$ cat src/hdl/lpht_pkg.sv
package lpht_pkg;

  localparam logic [31:0] FNV_OFFSET = 32'd2166136261;
  localparam logic [31:0] FNV_PRIME  = 32'd16777619;

  localparam logic [1:0] ACT_GET    = 2'd0;
  localparam logic [1:0] ACT_INSERT = 2'd1;
  localparam logic [1:0] ACT_REMOVE = 2'd2;
  localparam logic [1:0] ACT_UNUSED = 2'd3;

  localparam logic [1:0] ST_DONE     = 2'd0;
  localparam logic [1:0] ST_REPLACED = 2'd1;
  localparam logic [1:0] ST_NOTFOUND = 2'd2;
  localparam logic [1:0] ST_FULL     = 2'd3;

  localparam logic [9:0] FILLED_LIMIT_RESET = 10'd768;

  typedef struct packed {
    logic        start;
    logic [63:0] key;
  } hash_req_t;

  typedef struct packed {
    logic        done;
    logic [31:0] hash;
  } hash_rsp_t;

endpackage

$ cat src/hdl/lpht_hash.sv
module lpht_hash import lpht_pkg::*; #(
  parameter int KEY_BITS = 32
) (
  input  logic      clk,
  input  logic      rst,
  input  hash_req_t req,
  output hash_rsp_t rsp
);

  localparam int KEY_BYTES = (KEY_BITS + 7) / 8;
  localparam int CW = $clog2(KEY_BYTES + 1);

  logic [31:0] h;
  logic [63:0] sh;
  logic [CW-1:0] cnt;
  logic busy;
  logic [31:0] mixed;

  // one byte folded in per cycle through the shared multiplier
  assign mixed = h ^ {24'd0, sh[7:0]};

  always_ff @(posedge clk) begin
    if (rst) begin
      busy <= 1'b0;
      rsp.done <= 1'b0;
    end else begin
      rsp.done <= 1'b0;
      if (req.start) begin
        busy <= 1'b1;
        cnt <= '0;
        h <= FNV_OFFSET;
        sh <= req.key;
      end else if (busy) begin
        h <= mixed * FNV_PRIME;
        sh <= {8'd0, sh[63:8]};
        cnt <= cnt + CW'(1);
        if (cnt == CW'(KEY_BYTES - 1)) begin
          busy <= 1'b0;
          rsp.done <= 1'b1;
        end
      end
    end
  end

  assign rsp.hash = h;

endmodule

$ cat config.mk
export PLATFORM = sky130hd
export DESIGN_NAME = lpht_hash
export DESIGN_NICKNAME = d
export VERILOG_FILES = /design/src/hdl/lpht_pkg.sv /design/src/hdl/lpht_hash.sv
export SDC_FILE = /design/constraint.sdc
export NUM_CORES = 1
export LEC_CHECK = 0
export BUFFER_PORTS_ARGS = -buffer_cell sky130_fd_sc_hd__clkbuf_2
export CAP_MARGIN = 20
export CELL_PAD_IN_SITES_DETAIL_PLACEMENT = 1
export CELL_PAD_IN_SITES_GLOBAL_PLACEMENT = 2
export CORE_ASPECT_RATIO = 1.75
export CORE_MARGIN = 3
export CORE_UTILIZATION = 44
export CTS_CLUSTER_DIAMETER = 100
export DETAILED_ROUTE_END_ITERATION = 8
export PLACE_DENSITY = 0.9
export SLEW_MARGIN = 20
export SYNTH_ARGS = -nofsm -noshare
export SYNTH_HDL_FRONTEND = slang
export SYNTH_SLANG_ARGS = --single-unit
$ cat constraint.sdc
create_clock -name clk -period 17.6 [get_ports clk]
set_input_delay 0.88 -clock clk [delete_from_list [all_inputs] [get_ports clk]]
set_output_delay 0.88 -clock clk [all_outputs]
set_load 0.01 [all_outputs]
# --- Word level (Yosys, flattened, before mapping) ---
# Cells that the tools add are included.
totals:
  register_bits: 101
  inputBits: 67
  out_inout_bits: 33
  wordCells: 22
classes:
  add_sub_neg: 1
  n_mul: 1
  eq_ne: 1
  muxes: 8
  n_bitwise: 3
  n_reduce_logical: 3
op_table:
  columns: ["cell", "count"]
  rows:
  - ["64-bit two-way mux", 2]
  - ["32-bit by 25-bit multiplier with 32-bit output (second input constant)", 1]
  - ["32-bit two-way mux", 1]
  - ["32-bit by 8-bit bitwise XOR with 32-bit output", 1]
  - ["1-bit two-way mux", 4]
  - ["3-bit by 1-bit adder with 3-bit output (second input constant)", 1]
  - ["3-bit by 2-bit equality test with 1-bit output (second input constant)", 1]
  - ["3-bit two-way mux", 1]
  - ["3-bit OR reduction", 1]
  - ["1-bit inverter", 2]
  - ["2-bit AND reduction", 1]
  - ["2-bit nonzero test", 1]

# --- Logic depth before layout (Yosys ltp) ---
# Gate-level depths: netlist (run 1).
depth:
  word_depth: 4
  ltp_mapped: 22
  ltp_nobuf: 22

# --- Worst setup path after synthesis (run 1) ---
# OpenSTA, ideal clock, no wires.
synth_path:
  path_type: "input -> register"
  startpoint: "input port req[64] (netlist bit)"
  endpoint: "register cnt[0], enable pin"
  t_arrival_ns: 5.690
  required_ns: 17.042
  path_slack_ns: 11.353
  path_stages: 4
  path_buffers: 2
  path_cell_list: "clkbuf_1 > clkbuf_1 > nor2_1 > nor2_1"
synth_between:
  elab_chain_len: 2
synth_rtl:
  columns: ["element", "line_no", "rtl"]
  rows:
  - ["from (decl)", "lpht_hash.sv:6", "input hash_req_t req,"]
  - ["2-bit nonzero test (no source line)", null, null]
  - ["2-bit AND reduction (no source line)", null, null]
  - ["to (signal assigned)", "lpht_hash.sv:36", "cnt <= cnt + CW'(1);"]
  - ["to (decl)", "lpht_hash.sv:15", "logic [CW-1:0] cnt;"]
# Every way passes these cells.
# A chain may end at the register's enable or synchronous reset.

# --- Worst setup path after layout (run 1) ---
layout_path:
  startpoint: "register h[5]"
  endpoint: "register h[31], data pin"
layout_between:
  elab_chain_len: 3
layout_rtl:
  columns: ["element", "line_no", "rtl"]
  rows:
  - ["from (decl)", "lpht_hash.sv:13", "logic [31:0] h;"]
  - ["from (signal assigned)", "lpht_hash.sv:34", "h <= mixed * FNV_PRIME;"]
  - ["32-bit by 8-bit bitwise XOR with 32-bit output", "lpht_hash.sv:20", "assign mixed = h ^ {24'd0, sh[7:0]};"]
  - ["32-bit by 25-bit multiplier with 32-bit output", "lpht_hash.sv:34", null]
  - ["32-bit two-way mux", "lpht_hash.sv:33", "end else if (busy) begin"]
# Every way passes these cells. The select of a mux whose other input is x is not followed.

==> results of run 1 <==
==> Yosys cell counts (2+ instances only) <==
library cell  count  area, um2
a211oi_1          2       15.0
a21o_1            6       45.0
a21o_2            2       17.5
a21oi_1          25        125
a31oi_1           5       31.3
and2_1           12       75.1
and3_1            2       12.5
buf_1             4       15.0
buf_4            24        180
clkbuf_1          7       26.3
dfxtp_1           2       40.0
edfxtp_1         99       2970
fa_1             74       1480
ha_1            185       2310
inv_1           185        694
mux2_2           56        631
nand2_1           9       33.8
nand2b_1         12       75.1
nand3_1           3       15.0
nand4_1           2       12.5
nor2_1           26       97.6
nor2b_1           5       31.3
nor3_1            7       35.0
nor4_1            2       12.5
o211ai_1          2       15.0
o21a_1            3       22.5
o21ai_0          16       80.1
o21bai_1          3       22.5
or2_2             3       18.8
xnor2_1          28        245
xor2_1           22        193
==> cell families after synthesis <==
logic type,Yosys count,synth area share
adders and majority gates,259,0.389
and+or+nand+nor,88,0.0470
AOI/OAI and AO/OA,74,0.0508
muxes,56,0.0647
DFF,101,0.309
buffers and inverters,220,0.0940
xor gates and xnor gates,50,0.0449
==> path summary, 6_finish.rpt <==
check / endpoint / slack, ps / cells past startpoint
worst max-delay path: h[31]$_SDFFCE_PP1P_ / 11560 / 19
worst min-delay path: rsp[32]$_SDFF_PP0_ / 510 / 1
worst max register to register: h[31]$_SDFFCE_PP1P_ / 11560 / 19
worst min register to register: rsp[32]$_SDFF_PP0_ / 510 / 1
==> cell type report <==
class / instances / area share
multi-input cells: 527 / 0.542
flip-flops and latches: 101 / 0.281
well taps: 292 / 0.0340
repair buffers: 101 / 0.0478
inverters: 185 / 0.0647
clock inverters: 6 / 0.00955
clock buffers: 9 / 0.0210
==> through the flow <==
step / std cells / hold slack (ps) / util / instance area, um2
finish: 1221 / 510 / 0.495 / 10700
global route: 1221 / 545 / 0.495 / 10700
CTS: 1221 / 513 / 0.495 / 10700
detailed placement: 1206 / 495 / 0.480 / 10400
global placement: 1206 / 495 / 0.480 / 10400
floorplan: 848 / 471 / - / 9750
==> registers in the layout, summed over array words and instances (netlist names) <==
name and flops:
cnt 3, h 32, busy 1, rsp 1, sh 64
==> per-layer routing <==
metal	wire [um]	vias to the layer above	share of wire
met5	0	-	0
met4	734	0	0.033
met3	662	49	0.030
met2	13600	99	0.61
met1	7280	3075	0.33
li1	-	2950	-
==> worst max-delay path, delay by kind of cell, from the launching register on <==
| family | cells | cell delay [ps] |
|---|---|---|
| adder cells (fa/ha/maj) | 8 | 2920 |
| AO/OA/AOI/OAI | 5 | 1160 |
| AND/OR/NAND/NOR | 3 | 620 |
| XOR/XNOR | 1 | 570 |
| flip-flops | 1 | 420 |
| buffers and inverters | 2 | 90 |
==> reports/metrics.csv, run 1 <==
stage,metric,value,unit
setup_path,"slowest stage delay, CP",570,ps
clocking,root buf cell,clkbuf_16,
setup_path,worst-path fanout max,6,
timing,unrepaired setup endpoints after global routing,no,
place,dpl hpwl,18800,um
setup_path,"Top cell by count, worst path",ha_1,
setup_path,startpoint types,register,
yosys,mean area per synthesized cell,11.5,um2
clocking,CTS Buf Count,9,
yosys,Main synth FF type,edfxtp_1,
final_layout,Layout Nets,1251,
grt,vias in the first global route,7243,
timing,Slew @ Worst Pin,975,ps
clocking,CTS Sinks,101,
final_layout,ANT cells,0,
grt,all-layer global routing usage,0.194,
yosys,"FF+latch count, synth",101,
die,die area,24000,um2
final_layout,most frequent cells in the layout,"inv_1 (185), ha_1 (185), edfxtp_1 (99)",
detailed_routing,routed vias/inst,5.06,
place,Setup WS pre-CTS,11590,ps
timing,setup tns final,0,ps
final_layout,share of layout cells above drive strength 1,0.198,
die,die span in x,119,um
grt,met3 usage,0.0301,
die,num rows,71,
timing,final worst slack,11560,ps
die,Core ar.,21700,um2
clocking,Post-CTS Setup Inserts,0,
yosys,Yosys warning total,0,
clocking,post-cts resize count,0,
clocking,"Reg clk slew, reported paths",70,ps
grt,met2 usage,0.410,
clocking,CTS Hold Bufs,0,
clocking,"Clk Latency, worst-skew pair",360,ps
yosys,Post-synth EDFFs,99,
status,run status,"finished, final reports clean",
detailed_routing,Final ANT Viol Nets,0,
clocking,CTS tree,yes,
hold_path,worst hold start,busy$_SDFF_PP0_,
setup_path,FF-to-FF Start,h[5]$_SDFFCE_PP0P_,
timing,Max Freq,0.166,GHz
setup_path,Crit Path Category,reg2reg,
yosys,"Seq/Total Area, Yosys",0.309,
setup_path,Worst EP arrival,6130,ps
die,Die Y,203,um
setup_path,Worst Path Required,17700,ps
yosys,"Distinct cells, synth",46,
timing,max-slew violation count,0,
place,Port Buffers,99,
yosys,Post-Synthesis Cells,848,
yosys,Mapped Nets,1174,
hold_path,class of the worst hold path,reg2reg,
timing,clk_skew,11.2,ps
clocking,deepest level of the CTS H-tree,3,
final_layout,footprint of the multi-input gates,5830,um2
clocking,clock buffer depth,2,
timing,final hold vios,0,
grt,antenna violations before repair,0,
final_layout,FF/Latch Area,3010,um2
final_layout,fill cell count,2384,
final_layout,Area Growth Syn to Fin,10.2,%
yosys,share of flip-flops with an asynchronous set or reset,0,
grt,grt total ovfl,0,
detailed_routing,1st-iter DRT viols,215,
timing,Rel. slew slack,0.350,
timing,endpoints failing setup,0,
setup_path,crit-path cells,"xor2_1, ha_1, ha_1, fa_1, ha_1, fa_1, ha_1, inv_1, fa_1, inv_1, ha_1, nand4_1, a21o_1, a31oi_1, o221ai_1, o21ai_1, a221oi_2, nor4_1, nor3_1",
setup_path,Setup crit start,h[5]$_SDFFCE_PP0P_,
flow_run,maxcap violations,0,
detailed_routing,Pre-antenna DRT Iters,4,
die,initial core utilization,0.450,
die,io pins,100,
detailed_routing,DRT Wirelength,22300,um
grt,largest net degree at the start of global routing,78,
yosys,synthesized cell area,9750,um2
setup_path,slowest CP cell,xor2_1,
place,GP Congestion,0.854,
timing,fin crit share,0.343,
detailed_routing,via count,6173,
detailed_routing,DR DRC count,0,
detailed_routing,DR WL/cell,18.3,um
grt,met1 Track Usage GR,0.178,
grt,first-pass GRT wire length,36300,um
grt,busiest grt layer,met2,
timing,Period minus WS final,6040,ps
setup_path,CP endpoint kind,register,
Power of run 1 is not shown: default switching activity piles up to over one toggle a cycle in this logic, so the estimate is an artifact.
==> run 2, diff against run 1 <==
- ABC_AREA: not set -> 1
- CORE_UTILIZATION: 44 -> 38
- PLACE_DENSITY: 0.9 -> 0.86
- clock period: 17.6 -> 5.6 ns (I/O delays scaled with it)
==> reports/metrics.csv, run 2 <==
stage,metric,value,unit,change
timing,final hold vios,0,,unchanged
timing,Slew @ Worst Pin,1030,ps,+54.6 ps
setup_path,Worst EP arrival,5440,ps,-690 ps
yosys,largest cells by area after synthesis,"edfxtp_1 (28%), ha_1 (22%), fa_1 (14%)",,
timing,max-slew violation count,0,,unchanged
hold_path,hold-critical path endpoint,rsp[32]$_SDFF_PP0_,,
detailed_routing,1st-iter DRT viols,259,,+20%
hold_path,WHS Path Cells,2,,+1
timing,Period minus WS final,5300,ps,-734 ps
place,Port Buffers,99,,unchanged
clocking,root buf cell,clkbuf_16,,
die,num rows,79,,+11%
final_layout,ANT cells,0,,unchanged
clocking,CTS Buf Count,9,,unchanged
die,die area,29700,um2,+23%
clocking,CTS Sinks,101,,unchanged
detailed_routing,DRT Wirelength,29400,um,+32%
grt,vias in the first global route,8990,,+24%
detailed_routing,via count,8042,,+30%
grt,grt total ovfl,0,,unchanged
final_layout,most frequent cells in the layout,"nand2_1 (342), inv_1 (264), ha_1 (185)",,
clocking,deepest level of the CTS H-tree,3,,unchanged
timing,final worst slack,297,ps,"-11,270 ps"
yosys,Main synth FF type,edfxtp_1,,
setup_path,FF-to-FF Start,h[3]$_SDFFCE_PP0P_,,
status,run status,"finished, final reports clean",,
yosys,Yosys warning total,0,,unchanged
yosys,"FF+latch count, synth",101,,unchanged
die,initial core utilization,0.390,,-0.0601
grt,all-layer global routing usage,0.204,,+0.0105
final_layout,Largest regs,"sh: 64 flops, h: 32 flops, cnt: 3 flops",,
detailed_routing,DR WL/cell,17.3,um,-5.2%
setup_path,reg-to-reg setup timing slack,300,ps,"-11,270 ps"
timing,Max Freq,0.189,GHz,+14%
yosys,mean area per synthesized cell,8.52,um2,-26%
setup_path,FF-to-FF End,h[17]$_SDFFCE_PP0P_,,
final_layout,Area Growth Syn to Fin,11.5,%,
grt,antenna violations before repair,0,,unchanged
detailed_routing,DR DRC count,0,,unchanged
timing,unrepaired setup endpoints after global routing,no,,
detailed_routing,routed vias/inst,4.74,,-6.2%
place,dpl hpwl,25100,um,+34%
final_layout,"Most flops, register",sh,,
setup_path,Worst Path Required,5740,ps,"-11,960 ps"
hold_path,class of the worst hold path,in2reg,,
die,die span in x,132,um,+11%
final_layout,max reg flops,64,,unchanged
yosys,Post-synth top cells,"nand2_1 (342), inv_1 (264), ha_1 (185)",,
hold_path,worst hold start,rst,,
detailed_routing,Final ANT Viol Nets,0,,unchanged
flow_run,maxcap violations,0,,unchanged
timing,setup tns final,0,ps,unchanged
place,Setup WS pre-CTS,190,ps,"-11,400 ps"
clocking,clock buffer depth,2,,unchanged
setup_path,worst-path fanout max,5,,-1
setup_path,startpoint types,register,,
setup_path,Setup crit start,h[3]$_SDFFCE_PP0P_,,
clocking,CTS tree,yes,,
timing,fin crit share,0.947,,+0.604
timing,Rel. slew slack,0.313,,-0.0364
setup_path,Crit Path Category,reg2reg,,
detailed_routing,Pre-antenna DRT Iters,4,,unchanged
die,io pins,100,,unchanged
final_layout,Layout Nets,1652,,+32%
place,GP Congestion,0.858,,+0.43%
clocking,"Reg clk slew, reported paths",80,ps,about the same
setup_path,Reg2Reg Depth,19,,unchanged
yosys,Post-Synthesis Cells,1230,,+45%
final_layout,share of layout cells above drive strength 1,0.119,,-0.0786
yosys,Synth top area share,0.284,,-0.0212
die,Die Y,226,um,+11%
grt,largest net degree at the start of global routing,78,,unchanged
setup_path,CP endpoint kind,register,,
timing,clk_skew,9.28,ps,-1.91 ps
die,Core ar.,26900,um2,+24%
timing,endpoints failing setup,0,,unchanged
yosys,share of flip-flops with an asynchronous set or reset,0,,unchanged
yosys,Mapped Nets,1556,,+33%
yosys,most common cell in the synthesized netlist,nand2_1,,
yosys,synthesized cell area,10500,um2,+7.5%
yosys,Post-synth EDFFs,99,,unchanged
yosys,dominant cell type by area after synthesis,edfxtp_1,,
place,total placed instance area,11400,um2,+9.0%
clocking,"Clk Latency, worst-skew pair",380,ps,+20 ps
grt,first-pass GRT wire length,46500,um,+28%
yosys,"Distinct cells, synth",36,,-22%
final_layout,"commonest non-fill, non-tap cell in the layout",nand2_1,,
yosys,"Seq/Total Area, Yosys",0.288,,-0.0215
final_layout,"final std cell area, no fill",11700,um2,+8.8%
-- run 2: cell types whose count changed after synthesis, moves of 17 or more --
cell and change:
nand2_1 +333, nor2_1 +49, a21oi_1 +17, inv_1 +79, xnor2_1 -22, mux2_2 -56, nand3_1 +21
-- run 2: cell type report --
cell class / count / area (um2)
clock buffers: 9 / 225
clock inverters: 7 / 67.6
fillers: 3273 / 15200
inverters: 271 / 1020
multi-input cells: 817 / 6210
flip-flops and latches: 101 / 3010
well taps: 364 / 455
repair buffers: 126 / 698
-- run 2: kinds of logic (layout without fill, tap and decap cells) --
kind of cell / Yosys count / count (layout) / synth area share
flip-flops: 101 / 101 / 0.288
AND/OR/NAND/NOR: 464 / 464 / 0.176
buffers and inverters: 312 / 413 / 0.121
adder cells (fa/ha/maj): 259 / 259 / 0.362
XOR/XNOR: 12 / 12 / 0.0100
AO/OA/AOI/OAI: 82 / 82 / 0.0430
-- run 2: timing repair --
item / in CTS / in global routing
hold buffers: 0 / 0
setup endpoints to repair: 0 / 2
hold endpoints to repair: 0 / 0
buffers inserted: 0 / 5
resized for setup: 0 / 0
-- run 2: how the worst max path moves through the flow --
stage | to | slack [ps] | depth (start not counted)
6_report | h[17]$_SDFFCE_PP0P_ | 300 | 19
3_3_place_gp | h[30]$_SDFFCE_PP0P_ | 230 | 21
3_5_place_dp | h[30]$_SDFFCE_PP0P_ | 190 | 21
5_1_grt | h[31]$_SDFFCE_PP1P_ | 30 | 23
2_1_floorplan | h[29]$_SDFFCE_PP0P_ | 930 | 22
4_1_cts | h[30]$_SDFFCE_PP0P_ | 180 | 21
-- run 2: worst max-delay path, cell delays in order, from the launching register on --
cell      delay (ps)
edfxtp_1         440
xnor2_1          220
inv_1            200
ha_1             330
ha_1             320
fa_1             470
ha_1             220
fa_1             440
ha_1             280
inv_1             40
fa_1             490
inv_1             50
ha_1             330
nand2_1          150
inv_1             70
a21oi_2          190
nand3_1          260
a21oi_1          330
and2_1           180
nor2_1            40
-- run 2: through the flow --
step	utilization	hold WS, ps	instances
floorplan	-	357	1230
detailed placement	0.422	499	1674
global route	0.435	150	1695
finish	0.435	135	1695
CTS	0.433	125	1690
global placement	0.422	490	1674
-- run 2: layer usage --
layer  vias up  routed length [um]  track usage
li1       4005                   -            -
met1      3808                9750        0.188
met2       151               17200        0.422
met3        78                 690       0.0181
met4         0                1780        0.128
met5         -                   0            0
Power of run 2 is left out for the same reason.
